`src/csvt_pkg.sv`:
```
// Shared constants and types for the CSV record tokenizer.
package csvt_pkg;

    // Byte codes
    localparam logic [7:0] CH_QUOTE    = 8'h22;
    localparam logic [7:0] CH_LF       = 8'h0A;
    localparam logic [7:0] CH_CR       = 8'h0D;
    localparam logic [7:0] DELIM_RESET = 8'h2C;

    // One result word
    typedef struct packed {
        logic [7:0] field_byte;
        logic       byte_valid;
        logic       end_of_field;
        logic       end_of_record;
    } t_result;

    // Parser state flags
    typedef struct packed {
        logic in_quoted_section;
        logic quote_pending;
        logic cr_pending;
        logic record_open;
    } t_flags;

endpackage

```
`src/csvt_parse.sv`:
```
// Parser state flags and the per-byte decode that produces one result word.
module csvt_parse (
    input  logic              i_clk,
    input  logic              i_rst_n,
    input  logic              i_take,          // consume the word at the input
    input  logic [7:0]        i_text_byte,
    input  logic              i_end_of_input,
    input  logic [7:0]        i_delim,
    output logic              o_has_result,
    output csvt_pkg::t_result o_result
);
    import csvt_pkg::*;

    t_flags r_flags;
    t_flags n_flags;

    // Decode one word against the current flags
    always_comb begin
        logic quoted;
        logic done;
        n_flags      = r_flags;
        o_has_result = 1'b0;
        o_result     = '0;
        quoted       = r_flags.in_quoted_section;
        done         = 1'b0;
        if (i_end_of_input) begin
            // flush: close an open record, then back to line start
            n_flags = '0;
            if (r_flags.record_open) begin
                o_has_result           = 1'b1;
                o_result.end_of_field  = 1'b1;
                o_result.end_of_record = 1'b1;
            end
        end else begin
            n_flags.cr_pending = 1'b0;
            // LF of a CRLF pair is swallowed
            if (r_flags.cr_pending && i_text_byte == CH_LF) begin
                done = 1'b1;
            end
            // quote inside quotes: doubled quote or section close
            if (!done && r_flags.quote_pending) begin
                n_flags.quote_pending = 1'b0;
                if (i_text_byte == CH_QUOTE) begin
                    o_has_result        = 1'b1;
                    o_result.field_byte = CH_QUOTE;
                    o_result.byte_valid = 1'b1;
                    done                = 1'b1;
                end else begin
                    quoted = 1'b0;
                end
            end
            if (!done) begin
                if (quoted) begin
                    n_flags.record_open = 1'b1;
                    if (i_text_byte == CH_QUOTE) begin
                        n_flags.quote_pending = 1'b1;
                    end else begin
                        o_has_result        = 1'b1;
                        o_result.field_byte = i_text_byte;
                        o_result.byte_valid = 1'b1;
                    end
                end else begin
                    n_flags.in_quoted_section = 1'b0;
                    if (i_text_byte == CH_QUOTE) begin
                        n_flags.in_quoted_section = 1'b1;
                        n_flags.record_open       = 1'b1;
                    end else if (i_text_byte == CH_CR || i_text_byte == CH_LF) begin
                        n_flags.record_open    = 1'b0;
                        n_flags.cr_pending     = (i_text_byte == CH_CR);
                        o_has_result           = 1'b1;
                        o_result.end_of_field  = 1'b1;
                        o_result.end_of_record = 1'b1;
                    end else begin
                        n_flags.record_open = 1'b1;
                        o_has_result        = 1'b1;
                        if (i_text_byte == i_delim) begin
                            o_result.end_of_field = 1'b1;
                        end else begin
                            o_result.field_byte = i_text_byte;
                            o_result.byte_valid = 1'b1;
                        end
                    end
                end
            end
        end
    end

    // State flags advance only when a word is consumed
    always_ff @(posedge i_clk) begin
        if (!i_rst_n) begin
            r_flags <= '0;
        end else if (i_take) begin
            r_flags <= n_flags;
        end
    end

    // A pending quote only exists inside a quoted section
    a_qp_in_quote: assert property (@(posedge i_clk) disable iff (!i_rst_n)
        r_flags.quote_pending |-> r_flags.in_quoted_section)
        else $error("quote pending outside quoted section");

    // A record-ending CR leaves the line closed and outside quotes
    a_cr_closed: assert property (@(posedge i_clk) disable iff (!i_rst_n)
        r_flags.cr_pending |-> (!r_flags.record_open && !r_flags.in_quoted_section))
        else $error("cr pending with open record or quotes");

    // End of input returns all flags to line start
    a_eoi_clear: assert property (@(posedge i_clk) disable iff (!i_rst_n)
        (i_take && i_end_of_input) |=> (r_flags == '0))
        else $error("flags not cleared after end of input");

    // End of record always comes with end of field
    a_eor_eof: assert property (@(posedge i_clk) disable iff (!i_rst_n)
        (o_has_result && o_result.end_of_record) |-> o_result.end_of_field)
        else $error("end of record without end of field");

endmodule

```
`src/csv_record_tokenizer.sv`:
```
// Top level: input word register, parser, result register and delimiter register.
// An accepted word is held in the input word register, decoded by the parser and
// then held in the result register, which drives the master side.
// Throughput: one word per cycle; ready follows the result register's free slot.
// Reset (i_rst_n low, synchronous) empties both registers, clears the parser
// flags and loads the delimiter with a comma.
module csv_record_tokenizer (
    input  logic       i_clk,
    input  logic       i_rst_n,
    // input words
    input  logic       i_s_axis_tvalid,
    output logic       o_s_axis_tready,
    input  logic [7:0] i_s_axis_tdata,   // [7:0] text_byte
    input  logic [0:0] i_s_axis_tuser,   // [0] end_of_input
    // result words
    output logic       o_m_axis_tvalid,
    input  logic       i_m_axis_tready,
    output logic [7:0] o_m_axis_tdata,   // [7:0] field_byte
    output logic [1:0] o_m_axis_tuser,   // [0] byte_valid, [1] end_of_field
    output logic       o_m_axis_tlast,   // end_of_record
    // delimiter register write
    input  logic       i_cfg_valid,
    output logic       o_cfg_ready,
    input  logic [7:0] i_cfg_data
);
    import csvt_pkg::*;

    logic       r_in_valid;
    logic [7:0] r_in_byte;
    logic       r_in_eoi;
    logic       r_out_valid;
    t_result    r_out;
    logic [7:0] r_delim;

    logic       w_out_free;
    logic       w_take;
    logic       w_has_result;
    t_result    w_result;

    // Handshake: input stage moves when the result register can take it
    assign w_out_free      = !r_out_valid || i_m_axis_tready;
    assign w_take          = r_in_valid && w_out_free;
    assign o_s_axis_tready = !r_in_valid || w_out_free;
    assign o_cfg_ready     = 1'b1;

    // Input word register
    always_ff @(posedge i_clk) begin
        if (!i_rst_n) begin
            r_in_valid <= 1'b0;
        end else if (o_s_axis_tready) begin
            r_in_valid <= i_s_axis_tvalid;
        end
    end

    always_ff @(posedge i_clk) begin
        if (o_s_axis_tready && i_s_axis_tvalid) begin
            r_in_byte <= i_s_axis_tdata;
            r_in_eoi  <= i_s_axis_tuser[0];
        end
    end

    // Delimiter register
    always_ff @(posedge i_clk) begin
        if (!i_rst_n) begin
            r_delim <= DELIM_RESET;
        end else if (i_cfg_valid) begin
            r_delim <= i_cfg_data;
        end
    end

    csvt_parse u_parse (
        .i_clk          (i_clk),
        .i_rst_n        (i_rst_n),
        .i_take         (w_take),
        .i_text_byte    (r_in_byte),
        .i_end_of_input (r_in_eoi),
        .i_delim        (r_delim),
        .o_has_result   (w_has_result),
        .o_result       (w_result)
    );

    // Result register
    always_ff @(posedge i_clk) begin
        if (!i_rst_n) begin
            r_out_valid <= 1'b0;
        end else if (w_out_free) begin
            r_out_valid <= w_take && w_has_result;
        end
    end

    always_ff @(posedge i_clk) begin
        if (w_take && w_has_result) begin
            r_out <= w_result;
        end
    end

    assign o_m_axis_tvalid   = r_out_valid;
    assign o_m_axis_tdata    = r_out.field_byte;
    assign o_m_axis_tuser[0] = r_out.byte_valid;
    assign o_m_axis_tuser[1] = r_out.end_of_field;
    assign o_m_axis_tlast    = r_out.end_of_record;

endmodule
```
`config.mk`:
```
export PLATFORM = sky130hd
export DESIGN_NAME = csv_record_tokenizer
export DESIGN_NICKNAME = d
export VERILOG_FILES = /design/src/csvt_pkg.sv /design/src/csvt_parse.sv /design/src/csv_record_tokenizer.sv
export SDC_FILE = /design/constraint.sdc
export NUM_CORES = 1
export LEC_CHECK = 0
export ABC_CLOCK_PERIOD_IN_PS = 2150
export BUFFER_PORTS_ARGS = -buffer_cell sky130_fd_sc_hd__buf_2
export CAP_MARGIN = 25
export CORE_ASPECT_RATIO = 1.25
export CORE_MARGIN = 2
export CORE_UTILIZATION = 50
export CTS_CLUSTER_SIZE = 16
export DETAILED_ROUTE_END_ITERATION = 8
export GPL_ROUTABILITY_DRIVEN = 0
export HOLD_SLACK_MARGIN = 0.03
export PLACE_DENSITY = 0.81
export RECOVER_POWER = 50
export SKIP_CTS_REPAIR_TIMING = 1
export SLEW_MARGIN = 20
export SYNTH_ARGS = -nofsm -noshare
export SYNTH_HDL_FRONTEND = slang
export SYNTH_HIERARCHICAL = 1
export SYNTH_SLANG_ARGS = --single-unit
```
`constraint.sdc`:
```
create_clock -name i_clk -period 2.15 [get_ports i_clk]
set_input_delay 0.215 -clock i_clk [delete_from_list [all_inputs] [get_ports i_clk]]
set_output_delay 0.215 -clock i_clk [all_outputs]
set_load 0.02 [all_outputs]
```
==> implementation parameters <==
Parameter                              Value

Global route
  Antenna violations before repair ... 0
  First-pass GRT wire length ... 4.86 mm
  Grt total ovfl ... 0
  Pin count of the biggest net entering global routing ... 17
  Aggregate global-route resource usage ... between 10% and 20%
  Vias in the first global route ... approximately 1100

Logic synthesis
  Basic-gate share of the synthesized area counting and, or, nand and nor cells ... a little under a fifth
  Xor/xnor share of the synthesized area ... 4.43%
  Largest family of logic cells by synthesized area ... simple AND/OR/NAND/NOR gates
  Leading cell types by count after synthesis ... sky130_fd_sc_hd__edfxtp_1, sky130_fd_sc_hd__dfxtp_1, sky130_fd_sc_hd__nor2_1
  Async set-reset flop share out of synthesis ... 0%
  Sequential element share of the synthesized area ... a little under three fifths
  Distinct cell type count of the synthesized netlist ... 37
  Yosys top cell by area ... sky130_fd_sc_hd__edfxtp_1
  Syn nets ... 162
  Number of synthesized flops with an enable pin ... 20
  Leading cell type by number of instances after synthesis ... sky130_fd_sc_hd__edfxtp_1
  Yosys synthesis warning count ... 6
  Area share of fa/ha/maj cells after synthesis ... 0%
  Avg Inst Size Synth ... 11.3 um2
  Dominant cells by area after synthesis ... sky130_fd_sc_hd__edfxtp_1, sky130_fd_sc_hd__dfxtp_1, sky130_fd_sc_hd__mux2i_1
  Cell count after synthesis ... between 100 and 150
  Portion of netlist area occupied by mux cells ... 5.07%
  Number of synthesized register bits ... 34
  Netlist Area Pre-Place ... roughly 1600 um2
  Top cell type's share of synthesized area ... 38.0%
  Synthesized-area fraction occupied by ao, oa, aoi and oai cells ... 12.0%
  Primary flip-flop cell chosen by synthesis mapping ... sky130_fd_sc_hd__edfxtp_1

Placed design
  Placed instance count ... roughly 210
  Port Buffer Count ... 34
  Total half-perimeter wirelength after legalization and detailed placement ... approximately 2.2 mm

Critical path
  Cell class contributing the biggest share of worst-path delay ... compound AO/OA/AOI/OAI gates
  Kind of end point of the critical path ... flop
  Crit path buffers/inverters ... 0
  Launching element of the worst setup path ... r_in_byte[0]$_DFFE_PP_
  CP max stage cell ... sky130_fd_sc_hd__edfxtp_1
  Max FO, Critical Path ... 5
  Critical Path Max Stage Delay ... between 400 and 500 ps
  R2r startpoint ... r_in_byte[0]$_DFFE_PP_
  Worst-path cell chain ... or3b_4, a211o_1, a21boi_4, a2bb2oi_2, nor2_1
  R2R setup slack ... 200 ps
  Worst Path Arrival ... between 2000 and 2500 ps
  Worst setup path category ... flop to flop
  Worst endpoint required time ... approximately 2200 ps
  Crit path launch type ... flop

Cells and area
  Number of nets in the final layout ... approximately 210
  Number of standard cells in the final layout excluding fillers ... between 200 and 250
  Area Growth Syn to Fin ... 19.5%
  Fillers ... ~260
  Total inserted antenna cells ... 0
  Area of combinational cells with multiple inputs ... about 630 um2
  Ratio of cells with drive above 1 in the final layout ... ~22%
  Area occupied by registers ... between 800 and 900 um2

CTS
  TritonCTS clock tree ... built
  Worst-path clk slew ... 90 ps
  Number of clock sinks seen by CTS ... 34
  Htree depth ... 2
  CTS buffer count ... 5
  Maximum clock insertion buffer count ... 2
  Clock Latency Late Sink ... ~330 ps
  Root buffer cell ... sky130_fd_sc_hd__clkbuf_4

Die
  Horizontal die dimension ... roughly 54 um
  # IOs ... 36
  Area of the core ... slightly below 3000 um2
  Area of the die ... roughly 3600 um2
  Floorplan die height ... 66.9 um
  Initial core utilization ... 53.2%
  Row count ... 22

Pwr
  Total leakage power ... 0.000767 uW
  Switching fraction of total power ... between 20% and 30%
  Clock group share of total power ... 33.8%
  Share of power burned in registers ... between 50% and 60%
  Maximum vdd drop ... just over 0.6 mV
  Power density over the cells ... around 700 nW/um2
  Net switching component of the power ... just under 300 uW
  Cell Int Power ... slightly above 1000 uW
  Overall power of the completed layout ... about 1300 uW
  Share of power burned in combinational logic ... under 10%

Route
  Antenna Violating Nets Remaining ... 0
  Drt drc ... 0
  Detailed Route Iter0 Violations ... between 40 and 50
  Routed wire length ... ~3.0 mm
  Number of detailed-routing iterations run before antenna repair ... 4
  Via count normalized by instance count ... 5.06
  DR WL/cell ... roughly 13 um
  Number of vias in the routed layout ... 1124

STA
  Fmax ... between 500 and 600 MHz
  Worst hold slack ... around 55 ps
  Count of final max-slew check failures ... 0
  Finish-stage setup viols ... 0
  Setup TNS ... 0 ps
  Setup repair after global routing missed its margin ... no
  Final worst path period share ... about nine tenths
  Max-slew headroom at the worst pin ... 65.3%
  Final Hold Viols ... 0
  Clock tree skew after final layout ... roughly 11 ps
  Time the worst path needs with I/O delays and setup ... just under 2000 ps
  Worst-margin pin slew ... approximately 520 ps

Hold path
  Hold path startpoint ... i_s_axis_tdata[6]
  Min-delay worst type ... primary input to flop

Run
  Count of max-cap constraint violations ... 0

Run status
  Run status ... complete, no violations
==> cell families after synthesis <==
family,after synthesis
AO/OA/AOI/OAI,25
XOR/XNOR,8
buffers and inverters,12
flip-flops,34
multiplexers,8
other,1
AND/OR/NAND/NOR,52
==> area by class of cell <==
| class | instances | share of cell area [%] |
|---|---|---|
| multi-input cells | 94 | 33.6 |
| flip-flops and latches | 34 | 46.7 |
| inverters | 7 | 1.39 |
| repair buffers | 43 | 12.0 |
| clock inverters | 1 | 1.59 |
| clock buffers | 7 | 2.39 |
| well taps | 36 | 2.39 |
==> through the flow <==
step | util (%) | worst slack, ps | area, um2
finish | 63.5 | 201 | 1890
global route | 63.5 | 92.2 | 1890
CTS | 63.0 | 79.5 | 1870
detailed placement | 60.5 | 92.6 | 1800
global placement | 60.5 | 223 | 1800
floorplan | - | 176 | 1580
==> routing by layer <==
metal | GRT usage, % | share of wire (%)
met1 | 22.7 | 42
met2 | 30.7 | 51
met3 | 6.73 | 5.6
met4 | 6.88 | 1.5
met5 | 0 | 0
==> power by group through the flow <==
| stage | clock network [uW] | logic [uW] | registers, uW |
|---|---|---|---|
| finish | 445 | 129 | 742 |
| global route | 487 | 145 | 746 |
| CTS | 456 | 128 | 742 |
| detailed placement | 0 | 127 | 757 |
| global placement | 0 | 123 | 756 |
| floorplan | 0 | 76.6 | 760 |
==> state kept, by name, summed over array words and instances, names as in the netlist <==
| register | count |
|---|---|
| o_m_axis_tdata | 8 |
| o_m_axis_tuser | 2 |
| r_in_byte | 8 |
| o_m_axis_tvalid | 1 |
| r_delim | 8 |
| u_parse/r_flags | 4 |
| r_in_eoi | 1 |
| r_in_valid | 1 |
| o_m_axis_tlast | 1 |
==> worst paths after layout <==
path | depth (start not counted) | to
setup / recovery | 5 | o_m_axis_tdata[3]$_DFFE_PP_
hold / removal | 1 | r_in_byte[6]$_DFFE_PP_
setup reg to reg | 5 | o_m_axis_tdata[3]$_DFFE_PP_
hold reg to reg | 2 | r_delim[3]$_SDFFE_PN1P_
==> placed cells by master, fill, tap and decap left out, drive strengths merged, types with 4 or more instances in the layout <==
cell type  count
buf           27
a21boi         4
edfxtp        20
xor2           8
inv            7
a21oi          4
nand2          9
clkbuf        20
dfxtp         14
mux2i          8
nor2          11
o21ai         10
nor2b          9
Note: power is estimated with default switching activity, not from simulation.
